$ cat src/rtl/core/assert_macros.svh
// assertion helpers included by the deframer top
`ifndef ASSERT_MACROS_SVH
`define ASSERT_MACROS_SVH

// clocked check, switched off while reset is held
`define ASSERT_CLK_RST(lbl, clk, rst_n, prop, msg) \
    lbl: assert property (@(posedge clk) disable iff (!(rst_n)) (prop)) else $error(msg);

// clocked check that also holds through reset
`define ASSERT_CLK(lbl, clk, prop, msg) \
    lbl: assert property (@(posedge clk) (prop)) else $error(msg);

`endif

$ cat src/rtl/core/gbfd_pkg.sv
`timescale 1ns / 1ps
package gbfd_pkg;

    // frame size limits
    localparam int MAX_RAW_BYTES = 4096;
    localparam int LEN_W         = 12;
    localparam int CNT_W         = 13;
    localparam logic [LEN_W-1:0] LEN_LIMIT = LEN_W'(MAX_RAW_BYTES - 4);

    // sync pattern
    localparam logic [7:0]  SYNC_A       = 8'hAA;
    localparam logic [7:0]  SYNC_B       = 8'h44;
    localparam logic [15:0] SYNC_AB      = {SYNC_A, SYNC_B};
    localparam logic [7:0]  SYNC_C_VAR_A = 8'h12;
    localparam logic [7:0]  SYNC_C_VAR_B = 8'hB5;

    // header sizes added to the length field
    localparam logic [16:0] HDR_LEN_A = 17'd28;
    localparam logic [16:0] HDR_LEN_B = 17'd24;

    // byte positions within the frame
    localparam logic [CNT_W-1:0] IDX_TYPE_LO  = CNT_W'(4);
    localparam logic [CNT_W-1:0] IDX_TYPE_HI  = CNT_W'(5);
    localparam logic [CNT_W-1:0] IDX_LEN_LO_B = CNT_W'(6);
    localparam logic [CNT_W-1:0] IDX_LEN_HI_B = CNT_W'(7);
    localparam logic [CNT_W-1:0] IDX_LEN_LO_A = CNT_W'(8);
    localparam logic [CNT_W-1:0] IDX_LEN_HI_A = CNT_W'(9);
    localparam logic [CNT_W-1:0] IDX_BODY     = CNT_W'(10);
    localparam logic [CNT_W-1:0] CNT_SYNCED   = CNT_W'(3);
    localparam logic [CNT_W-1:0] CRC_BYTES    = CNT_W'(4);

    localparam logic [31:0] CRC_POLY = 32'hEDB88320;

    typedef enum logic [1:0] {
        ST_LEN_ERR = 2'd0,
        ST_CRC_ERR = 2'd1,
        ST_GOOD    = 2'd2
    } t_status;

    // one result word from the frame tracker
    typedef struct packed {
        logic             emit;
        t_status          status;
        logic [15:0]      msg_type;
        logic [LEN_W-1:0] bytes;
        logic             variant;
    } t_result;

    // reflected crc-32, one byte
    function automatic logic [31:0] crc_byte(input logic [31:0] crc, input logic [7:0] b);
        logic [31:0] t;
        t = {24'd0, crc[7:0] ^ b};
        for (int k = 0; k < 8; k++) begin
            t = t[0] ? ((t >> 1) ^ CRC_POLY) : (t >> 1);
        end
        return {8'd0, crc[31:8]} ^ t;
    endfunction

    // crc after the three sync bytes
    localparam logic [31:0] CRC_SEED_A =
        crc_byte(crc_byte(crc_byte(32'd0, SYNC_A), SYNC_B), SYNC_C_VAR_A);
    localparam logic [31:0] CRC_SEED_B =
        crc_byte(crc_byte(crc_byte(32'd0, SYNC_A), SYNC_B), SYNC_C_VAR_B);

endpackage

$ cat src/rtl/core/gbfd_frame_track.sv
`timescale 1ns / 1ps
module gbfd_frame_track (
    input  logic             i_clk,
    input  logic             i_rst_n,
    input  logic             i_en,
    input  logic [7:0]       i_byte,
    output gbfd_pkg::t_result o_result
);
    import gbfd_pkg::*;

    logic [15:0]      r_window,  n_window;
    logic [CNT_W-1:0] r_count,   n_count;
    logic [LEN_W-1:0] r_len,     n_len;
    logic             r_variant, n_variant;
    logic [31:0]      r_crc,     n_crc;
    logic [31:0]      r_rcv,     n_rcv;
    logic [15:0]      r_type,    n_type;
    logic [7:0]       r_len_low, n_len_low;

    logic [CNT_W-1:0] w_cnt_inc;
    logic [16:0]      w_len_sum;
    logic             w_len_lo;
    logic             w_len_hi;

    assign w_cnt_inc = r_count + CNT_W'(1);
    assign w_len_sum = {1'b0, i_byte, r_len_low} + (r_variant ? HDR_LEN_B : HDR_LEN_A);
    assign w_len_lo  = r_variant ? (r_count == IDX_LEN_LO_B) : (r_count == IDX_LEN_LO_A);
    assign w_len_hi  = r_variant ? (r_count == IDX_LEN_HI_B) : (r_count == IDX_LEN_HI_A);

    // sync hunt, byte counting, crc and frame end
    always_comb begin
        n_window  = r_window;
        n_count   = r_count;
        n_len     = r_len;
        n_variant = r_variant;
        n_crc     = r_crc;
        n_rcv     = r_rcv;
        n_type    = r_type;
        n_len_low = r_len_low;
        o_result  = '0;
        if (i_en) begin
            if (r_count == '0) begin
                n_window = {r_window[7:0], i_byte};
                if (r_window == SYNC_AB &&
                    (i_byte == SYNC_C_VAR_A || i_byte == SYNC_C_VAR_B)) begin
                    n_variant = (i_byte == SYNC_C_VAR_B);
                    n_crc     = (i_byte == SYNC_C_VAR_B) ? CRC_SEED_B : CRC_SEED_A;
                    n_rcv     = '0;
                    n_count   = CNT_SYNCED;
                end
            end else begin
                n_count = w_cnt_inc;
                // crc over header and body, then collect the trailing crc
                if (r_count < IDX_BODY || r_count < {1'b0, r_len}) begin
                    n_crc = crc_byte(r_crc, i_byte);
                end else begin
                    n_rcv = {i_byte, r_rcv[31:8]};
                end
                if (r_count == IDX_TYPE_LO) begin
                    n_type = {8'd0, i_byte};
                end else if (r_count == IDX_TYPE_HI) begin
                    n_type = {i_byte, r_type[7:0]};
                end
                if (w_len_lo) begin
                    n_len_low = i_byte;
                end
                if (w_len_hi) begin
                    n_len = w_len_sum[LEN_W-1:0];
                end
                o_result.msg_type = n_type;
                o_result.variant  = r_variant;
                // drop an oversize frame at once
                priority if (w_len_hi && w_len_sum > {5'd0, LEN_LIMIT}) begin
                    n_count         = '0;
                    o_result.emit   = 1'b1;
                    o_result.status = ST_LEN_ERR;
                    o_result.bytes  = LEN_LIMIT;
                end else if (w_cnt_inc >= IDX_BODY &&
                             w_cnt_inc >= ({1'b0, n_len} + CRC_BYTES)) begin
                    n_count         = '0;
                    o_result.emit   = 1'b1;
                    o_result.status = (n_crc == n_rcv) ? ST_GOOD : ST_CRC_ERR;
                    o_result.bytes  = n_len;
                end else begin
                    // frame still running, no word out
                    o_result.emit   = 1'b0;
                end
            end
        end
    end

    // control state
    always_ff @(posedge i_clk) begin
        if (!i_rst_n) begin
            r_window <= '0;
            r_count  <= '0;
        end else begin
            r_window <= n_window;
            r_count  <= n_count;
        end
    end

    // frame fields
    always_ff @(posedge i_clk) begin
        r_len     <= n_len;
        r_variant <= n_variant;
        r_crc     <= n_crc;
        r_rcv     <= n_rcv;
        r_type    <= n_type;
        r_len_low <= n_len_low;
    end

endmodule

$ cat src/rtl/core/gnss_binary_frame_deframer_top.sv
`timescale 1ns / 1ps
// channel   direction  handshake          payload
// input     in         i_valid / o_stall  i_data_byte[7:0]
// result    out        o_valid / i_stall  o_frame_status, o_message_type,
//                                         o_frame_bytes, o_header_variant
//
// one byte per cycle sustained while no stalled result waits; a result is presented
// from the result register once the byte that ends or drops the frame has passed
// through the input register; the bytewise crc-32 update sets the timing of the path
// from the input to the result register; synchronous active-low reset returns the block to sync hunting
// input stalls only while a result waits under a downstream stall
`include "assert_macros.svh"
module gnss_binary_frame_deframer_top (
    input  logic        i_clk,
    input  logic        i_rst_n,
    input  logic        i_valid,
    output logic        o_stall,
    input  logic [7:0]  i_data_byte,
    output logic        o_valid,
    input  logic        i_stall,
    output logic [1:0]  o_frame_status,
    output logic [15:0] o_message_type,
    output logic [11:0] o_frame_bytes,
    output logic        o_header_variant
);
    import gbfd_pkg::*;

    logic             r_in_valid;
    logic [7:0]       r_in_byte;
    logic             r_out_valid;
    t_status          r_status;
    logic [15:0]      r_msg_type;
    logic [LEN_W-1:0] r_bytes;
    logic             r_variant;

    logic             w_proc_en;
    logic             w_load_in;
    t_result          w_result;

    // a byte moves on unless a waiting result is stalled
    assign w_proc_en = r_in_valid && (!r_out_valid || !i_stall);
    assign w_load_in = !r_in_valid || w_proc_en;
    assign o_stall   = !w_load_in;

    gbfd_frame_track u_track (
        .i_clk    (i_clk),
        .i_rst_n  (i_rst_n),
        .i_en     (w_proc_en),
        .i_byte   (r_in_byte),
        .o_result (w_result)
    );

    // input word register
    always_ff @(posedge i_clk) begin
        if (!i_rst_n) begin
            r_in_valid <= 1'b0;
        end else if (w_load_in) begin
            r_in_valid <= i_valid;
        end
    end

    always_ff @(posedge i_clk) begin
        if (w_load_in) begin
            r_in_byte <= i_data_byte;
        end
    end

    // result word register
    always_ff @(posedge i_clk) begin
        if (!i_rst_n) begin
            r_out_valid <= 1'b0;
        end else if (w_proc_en) begin
            r_out_valid <= w_result.emit;
        end else if (!i_stall) begin
            r_out_valid <= 1'b0;
        end
    end

    always_ff @(posedge i_clk) begin
        if (w_proc_en && w_result.emit) begin
            r_status   <= w_result.status;
            r_msg_type <= w_result.msg_type;
            r_bytes    <= w_result.bytes;
            r_variant  <= w_result.variant;
        end
    end

    assign o_valid          = r_out_valid;
    assign o_frame_status   = r_status;
    assign o_message_type   = r_msg_type;
    assign o_frame_bytes    = r_bytes;
    assign o_header_variant = r_variant;

    // checks
    `ASSERT_CLK_RST(a_result_from_byte, i_clk, i_rst_n, $rose(r_out_valid) |-> $past(w_proc_en), "result word without a processed byte")
    `ASSERT_CLK_RST(a_len_err_saturates, i_clk, i_rst_n, (r_out_valid && r_status == ST_LEN_ERR) |-> (r_bytes == LEN_LIMIT), "oversize frame not reported at limit")
    `ASSERT_CLK_RST(a_frame_min_len, i_clk, i_rst_n, (r_out_valid && r_status != ST_LEN_ERR) |-> (r_bytes >= LEN_W'(24)), "complete frame shorter than its header")
    `ASSERT_CLK(a_stall_needs_word, i_clk, o_stall |-> r_in_valid, "input stalled with empty input register")

endmodule
$ cat config.mk
export PLATFORM = sky130hd
export DESIGN_NAME = gnss_binary_frame_deframer_top
export DESIGN_NICKNAME = d
export VERILOG_FILES = /design/src/rtl/core/gbfd_pkg.sv /design/src/rtl/core/gbfd_frame_track.sv /design/src/rtl/core/gnss_binary_frame_deframer_top.sv
export VERILOG_INCLUDE_DIRS = /design/src /design/src/rtl/core
export SDC_FILE = /design/constraint.sdc
export NUM_CORES = 1
export LEC_CHECK = 0
export ABC_AREA = 0
export BUFFER_PORTS_ARGS = -buffer_cell sky130_fd_sc_hd__buf_4
export CORE_ASPECT_RATIO = 0.5
export CORE_UTILIZATION = 40
export CTS_CLUSTER_SIZE = 8
export DETAILED_ROUTE_END_ITERATION = 8
export GPL_ROUTABILITY_DRIVEN = 0
export PLACE_DENSITY_LB_ADDON = 0.1
export SLEW_MARGIN = 0
export SYNTH_ARGS = -nofsm -noshare
export SYNTH_HDL_FRONTEND = slang
export SYNTH_SLANG_ARGS = --single-unit
$ cat constraint.sdc
create_clock -name i_clk -period 14.51 [get_ports i_clk]
set_input_delay 0.7255 -clock i_clk [delete_from_list [all_inputs] [get_ports i_clk]]
set_output_delay 0.7255 -clock i_clk [all_outputs]
set_load 0.01 [all_outputs]
Word level (Yosys, flattened, before mapping)
Cells that the tools add are included.
Widths: inputs -> output; s select.
{"block": "totals", "regBits": 171, "inputBits": 12, "out_inout_bits": 33, "wordCells": 111}
{"block": "op_classes", "n_addsub": 3, "n_lt_le_gt_ge": 5, "n_eq_ne": 12, "mux": 41, "bitwise_logic": 13, "reduce_logical": 21}
{"cell": "$mux 32", "n": 20}
{"cell": "$not 13->14", "n": 7}
{"cell": "$mux 12", "n": 5}
{"cell": "$eq 13x3->1 const B", "n": 4}
{"cell": "$mux 13", "n": 4}
{"cell": "$eq 32x32->1", "n": 1}
{"cell": "$mux 16", "n": 2}
{"cell": "$xor 24x32->32", "n": 1}
{"cell": "$mux 31", "n": 1}
{"cell": "$eq 13x4->1 const B", "n": 2}
{"cell": "$add 16x17->17", "n": 1}
{"cell": "$gt 17x12->1 const B", "n": 1}
{"cell": "$eq 16x16->1 const B", "n": 1}
{"cell": "$not 1->14", "n": 1}
{"cell": "$add 12x3->13 const B", "n": 1}
{"cell": "$add 13x1->13 const B", "n": 1}
{"cell": "$ge 13x13->1", "n": 1}
{"cell": "$ge 13x4->1 const B", "n": 1}
{"cell": "$logic_not 13->1", "n": 1}
{"cell": "$lt 13x12->1", "n": 1}
{"cell": "$lt 13x4->1 const B", "n": 1}
{"cell": "$eq 8x5->1 const B", "n": 1}
{"cell": "$eq 8x8->1 const B", "n": 1}
{"cell": "$xor 8x8->8", "n": 1}
{"cell": "13 further kinds", "n": 34}

Longest topological paths before layout
{"block": "logic_depth", "word_depth": 28, "ltp_mapped": 22, "depth_no_buf": 20}

Modules after synthesis
Synthesis repeated with hierarchy kept, for this count alone.
{"block": "unflattened", "hier_cells": 962, "hier_area_um2": 10337.4}
{"mod": "gbfd_frame_track", "instances": 1, "cells_per_inst": 913, "area_each_um2": 9077.5, "seq_area_each_um2": 3613.5}
{"mod": "gnss_binary_frame_deframer_top", "instances": 1, "cells_per_inst": 49, "area_each_um2": 1260.0, "seq_area_each_um2": 1211.2}

Worst setup path after synthesis
Ideal clock, no wire load.
{"block": "synth_timing", "path_type": "register -> register", "start": "reg u_track.r_count[8]", "end": "reg r_bytes[0] (netlist: o_frame_bytes[0]) (enable)", "setup_time_ns": 0.397, "arrival_ns": 4.657, "t_required_ns": 14.113, "slack_ns": 9.456, "path_stages_with_launch": 22, "path_buffers": 5, "path_cell_list": "dfxtp_1 > clkbuf_1 > nor3_1 > and4_1 > clkbuf_1 > nand3_1 > clkbuf_1 > clkbuf_1 > mux2_2 > ha_1 > o21ai_0 > xnor2_1 > ha_1 > a21o_1 > a21o_1 > a21oi_1 > o21ai_0 > a21oi_1 > nor2_1 > o21ai_0 > clkbuf_1 > inv_1"}
{"block": "synth_via", "elab_chain_cells": 13, "elab_cells_between_ends": 18}
{"element": "start: declaration", "line": "gbfd_frame_track.sv:12", "source": "logic [CNT_W-1:0] r_count, n_count;"}
{"element": "start signal: assignment", "line": "gbfd_frame_track.sv:99", "source": "r_count <= n_count;"}
{"element": "$eq 13x4->1 / $eq 13x3->1 (equally long branches)", "line": "gbfd_frame_track.sv:28", "source": "assign w_len_hi = r_variant ? (r_count == IDX_LEN_HI_B) : (r_count == IDX_LEN_HI_A);"}
{"element": "$mux 1", "line": "gbfd_frame_track.sv:28"}
{"element": "$mux 12", "line": "gbfd_frame_track.sv:67", "source": "if (w_len_hi) begin"}
{"element": "$mux 12", "line": "gbfd_frame_track.sv:42", "source": "if (r_count == '0) begin"}
{"element": "$mux 12", "line": "gbfd_frame_track.sv:41", "source": "if (i_en) begin"}
{"element": "$add 12x3->13", "line": "gbfd_frame_track.sv:79", "source": "w_cnt_inc >= ({1'b0, n_len} + CRC_BYTES)) begin"}
{"element": "$ge 13x13->1", "line": "gbfd_frame_track.sv:79"}
{"element": "$logic_and 1x1->1", "line": "gbfd_frame_track.sv:78", "source": "end else if (w_cnt_inc >= IDX_BODY &&"}
{"element": "$mux 1", "line": "gbfd_frame_track.sv:78"}
{"element": "$mux 3", "line": "gbfd_frame_track.sv:73", "source": "priority if (w_len_hi && w_len_sum > {5'd0, LEN_LIMIT}) begin"}
{"element": "$mux 32 *", "line": "gbfd_frame_track.sv:42"}
{"element": "$mux 32 *", "line": "gbfd_frame_track.sv:41"}
{"element": "$logic_and 1x1->1 *", "line": "gnss_binary_frame_deframer_top.sv:80", "source": "if (w_proc_en && w_result.emit) begin"}
{"element": "end signal: assignment", "line": "gnss_binary_frame_deframer_top.sv:83", "source": "r_bytes <= w_result.bytes;"}
{"element": "end: declaration", "line": "gnss_binary_frame_deframer_top.sv:33", "source": "logic [LEN_W-1:0] r_bytes;"}
Every way passes the cells marked *; elsewhere a longest branch is shown, timed or not. The select of a mux whose other input is x is not followed.
A chain may end at the register's enable or synchronous reset.

Final worst setup path
{"block": "layout_timing", "start": "reg u_track.r_count[8]", "end": "reg u_track.r_count[5]"}
{"block": "layout_via", "elab_chain_cells": 11, "elab_cells_between_ends": 18}
{"element": "$eq 13x4->1 / $eq 13x3->1 (equally long branches)", "line": "gbfd_frame_track.sv:28"}
{"element": "$mux 1", "line": "gbfd_frame_track.sv:28"}
{"element": "$mux 12", "line": "gbfd_frame_track.sv:67"}
{"element": "$mux 12", "line": "gbfd_frame_track.sv:42"}
{"element": "$mux 12", "line": "gbfd_frame_track.sv:41"}
{"element": "$add 12x3->13", "line": "gbfd_frame_track.sv:79"}
{"element": "$ge 13x13->1", "line": "gbfd_frame_track.sv:79"}
{"element": "$logic_and 1x1->1", "line": "gbfd_frame_track.sv:78"}
{"element": "$mux 13", "line": "gbfd_frame_track.sv:78"}
{"element": "$mux 13", "line": "gbfd_frame_track.sv:73"}
{"element": "$mux 13", "line": "gbfd_frame_track.sv:42"}
Parallel ways exist; a longest one is shown, timed or not. The select of a mux whose other input is x is not followed.

==> run_results.csv <==
group,metric,value,unit
drt,wirelength,25380,µm
pwr,switching_share,23.75,%
clocking,cts_setup_buffers,0,
sta,max-slew-margin-rel,29.55,%
drt,avgRoutedWirePerCell,18.86,µm
sta,drv_slew,0,
pwr,power_frac_comb,8.6,%
yosys,synth-edff-count,140,
setup_path,critPathArrivalTime,5.42,ns
setup_path,cp_max_fo,24,
job,maxCapViolCount,0,
final_layout,finalNetCount,1040,
setup_path,cp_cell_sequence,"nor3_1 > and4_1 > nand3_1 > o21ai_0 > ha_1 > o21ai_0 > xnor2_1 > ha_1 > a21o_1 > a21o_1 > a21oi_1 > o21ai_0 > a21oi_1 > o211a_1 > a31oi_1 > a311oi_1",
yosys,ys_async_sr_fraction,0,%
setup_path,worstPathRequired,14.84,ns
final_layout,layout_common_cells,"edfxtp_1 (140), nand2_1 (124), xnor2_1 (81), nor2_1 (72), a21oi_1 (69)",
global_route,grt_pass1_wl,39840,µm
final_layout,fillCellCount,2306,
sta,worst_pin_slew,1.049,ns
sta,setup_viol,0,
drt,drcViolationCount,0,
clocking,clock_sinks,171,
setup_path,cpMaxStageDelayCell,"nand3_1",
outcome,status,"finished, final reports clean",
pwr,leakagePower,4.469,nW
sta,setup_tns,0,ns
place,dp_slack,9.435,ns
global_route,first_global_vias,6940,
min_path,hp-class,"input pin to flip-flop",
global_route,gr-total-overflow,0,
setup_path,path_common_cell,"o21ai_0",
sta,hold_viol_final,0,
clocking,htreeDepth,4,
pwr,internal-power,0.0008237,W
setup_path,timing.critical_path.to_type,"flip-flop",
pwr,power_density,94.88,nW/µm²
floorplan,die_h,114.7,µm
sta,final.min_clock_period,5.089,ns
setup_path,max_stage_delay,0.69,ns
setup_path,critPathKind,"flip-flop to flip-flop",
clocking,cts_tree,"built",
place,dp_hpwl,17570,µm
pwr,clockPowerShare,42.3,%
final_layout,final_common_cell,"edfxtp_1",
clocking,clockBufferDepth,2,
floorplan,core_area,24470,µm²
global_route,grt_max_degree,70,
drt,ant_nets,0,
final_layout,antenna_cells,0,
yosys,synthCells,973,
floorplan,pin_count,45,
drt,drtIter0Drc,464,
global_route,antenna_found_initial,0,
floorplan,rows,40,
drt,vias,7147,
clocking,clk_pin_slew,0.07,ns
yosys,syn_avg_cell_area,10.44,µm²
final_layout,drive_above_1_share,12.28,%
sta,timing.hold.ws,0.4592,ns
yosys,synth_cell_types,58,
place,io_buffer_count,44,
floorplan,initial_core_util,41.49,%
clocking,cts_buffers,17,
pwr,p_switching,0.0002566,W
sta,rsz0062_at_grt,"no",
drt,viasPerCell,5.310,
sta,finalClockSkew,0.01014,ns
sta,setup_ws,9.422,ns
final_layout,syn2layout_area_growth,12.12,%
pwr,seqPwrFrac,49.0,%
yosys,syn_nets,1016,
floorplan,die_w,227.3,µm
yosys,seq_area_frac_synth,47.51,%
clocking,cts-root-buf,"clkbuf_16",
setup_path,critPathLaunchType,"flip-flop",
yosys,ys_warn_count,0,
clocking,clkLatencyLatePin,0.44,ns
pwr,vdd_drop_max,81.27,µV
sta,max_clock_freq,196.5,MHz
drt,drt_pass1_iterations,5,
sta,period_share,35.07,%
yosys,netlist_area,10150,µm²
yosys,ys_seq_elements,171,
clocking,postCtsResizedCells,0,
clocking,cts_hold_buf,0,
yosys,synth_ff_type,"edfxtp_1",
global_route,grt_use_total,20.51,%
floorplan,die_area,26070,µm²
==> worst max-delay path, delay by kind of cell (launching register included) <==
family	cells	cell delay [ns]
AO/OA/AOI/OAI	10	2.45
adder cells (fa/ha/maj)	2	0.63
AND/OR/NAND/NOR	3	1.34
flip-flops	1	0.39
XOR/XNOR	1	0.14
==> power groups by stage <==
stage	Sequential (W)	Clock (W)	Combinational, W
4_1_cts	0.000530	0.000467	0.0000938
2_1_floorplan	0.000539	0	0.0000724
5_1_grt	0.000530	0.000487	0.000102
3_5_place_dp	0.000541	0	0.0000932
3_3_place_gp	0.000541	0	0.0000931
6_report	0.000530	0.000457	0.0000932
==> stage by stage <==
| step | total power, W | util, % | std cells | cell area (µm²) |
|---|---|---|---|---|
| after CTS | 0.001091 | 46.52 | 1346 | 11390 |
| after floorplan | 0.0006114 | - | 973 | 10150 |
| final | 0.001080 | 46.52 | 1346 | 11390 |
| after global routing | 0.001119 | 46.52 | 1346 | 11390 |
| after global placement | 0.0006338 | 44.18 | 1314 | 10810 |
| after detailed placement | 0.0006339 | 44.18 | 1314 | 10810 |
==> state kept, by name, indices dropped and copies added, names as in the netlist, 2 cells and up <==
signal	cells
u_track.r_window	16
o_frame_bytes	12
o_frame_status	2
u_track.r_len	12
u_track.r_len_low	8
r_in_byte	8
u_track.r_crc	32
u_track.r_type	16
u_track.r_count	13
u_track.r_rcv	32
o_message_type	16
==> layer usage <==
metal	track usage, %	wire (µm)	vias up
li1	-	-	3473
met3	4.183	862	22
met5	0	0	-
met1	28.25	12470	3526
met2	32.85	11690	126
met4	5.414	361	0
==> synthesized netlist by cell type, types with 4 or more instances <==
cell / instances / area (µm²)
nand2_1: 125 / 469.2
nand3_1: 20 / 100.1
and3_1: 9 / 56.30
a21oi_1: 69 / 345.3
nand2b_1: 6 / 37.54
a22oi_1: 7 / 52.55
and4_1: 4 / 35.03
a21o_1: 10 / 75.07
ha_1: 31 / 387.9
o211ai_1: 7 / 52.55
mux2i_1: 35 / 350.3
edfxtp_1: 140 / 4204
dfxtp_1: 31 / 620.6
xnor2_2: 5 / 81.33
mux2_2: 12 / 135.1
nor3_1: 19 / 95.09
a311oi_1: 4 / 35.03
nor2_1: 72 / 270.3
inv_1: 37 / 138.9
a31oi_1: 9 / 56.30
nand4_1: 16 / 100.1
xnor3_1: 8 / 180.2
xor2_1: 55 / 481.7
xnor2_1: 81 / 709.4
clkbuf_1: 48 / 180.2
nor4_1: 9 / 56.30
xnor2_4: 5 / 137.6
or3_1: 4 / 25.02
and2_1: 16 / 100.1
o21ai_0: 29 / 145.1
==> worst paths after layout <==
kind	depth (start not counted)	slack, ns	to	start
setup / recovery	16	9.42	u_track.r_count[5]$_SDFFE_PN0P_	u_track.r_count[8]$_SDFFE_PN0P_
hold / removal	1	0.46	r_in_byte[1]$_DFFE_PN_	i_data_byte[1]
setup reg to reg	16	9.42	u_track.r_count[5]$_SDFFE_PN0P_	u_track.r_count[8]$_SDFFE_PN0P_
hold reg to reg	2	0.50	u_track.r_window[14]$_SDFFE_PN0P_	u_track.r_window[14]$_SDFFE_PN0P_
==> cell families after synthesis <==
group | share of synthesized area (%)
simple gates | 14.77
flops | 47.51
xor+xnor | 16.45
compound gates | 9.044
buf+inv | 3.622
mux | 4.781
fa+ha+maj | 3.820
==> final cells by class <==
cell class,instances,area [µm²],area share [%]
sequential,171,4825,42.37
clock inverter,13,141.4,1.242
timing repair buffer,61,457.9,4.022
tap,336,420.4,3.692
multi-input combinational,708,4966,43.62
clock buffer,19,432.9,3.802
inverter,38,142.6,1.253
Power figures use the tool's default switching activity.
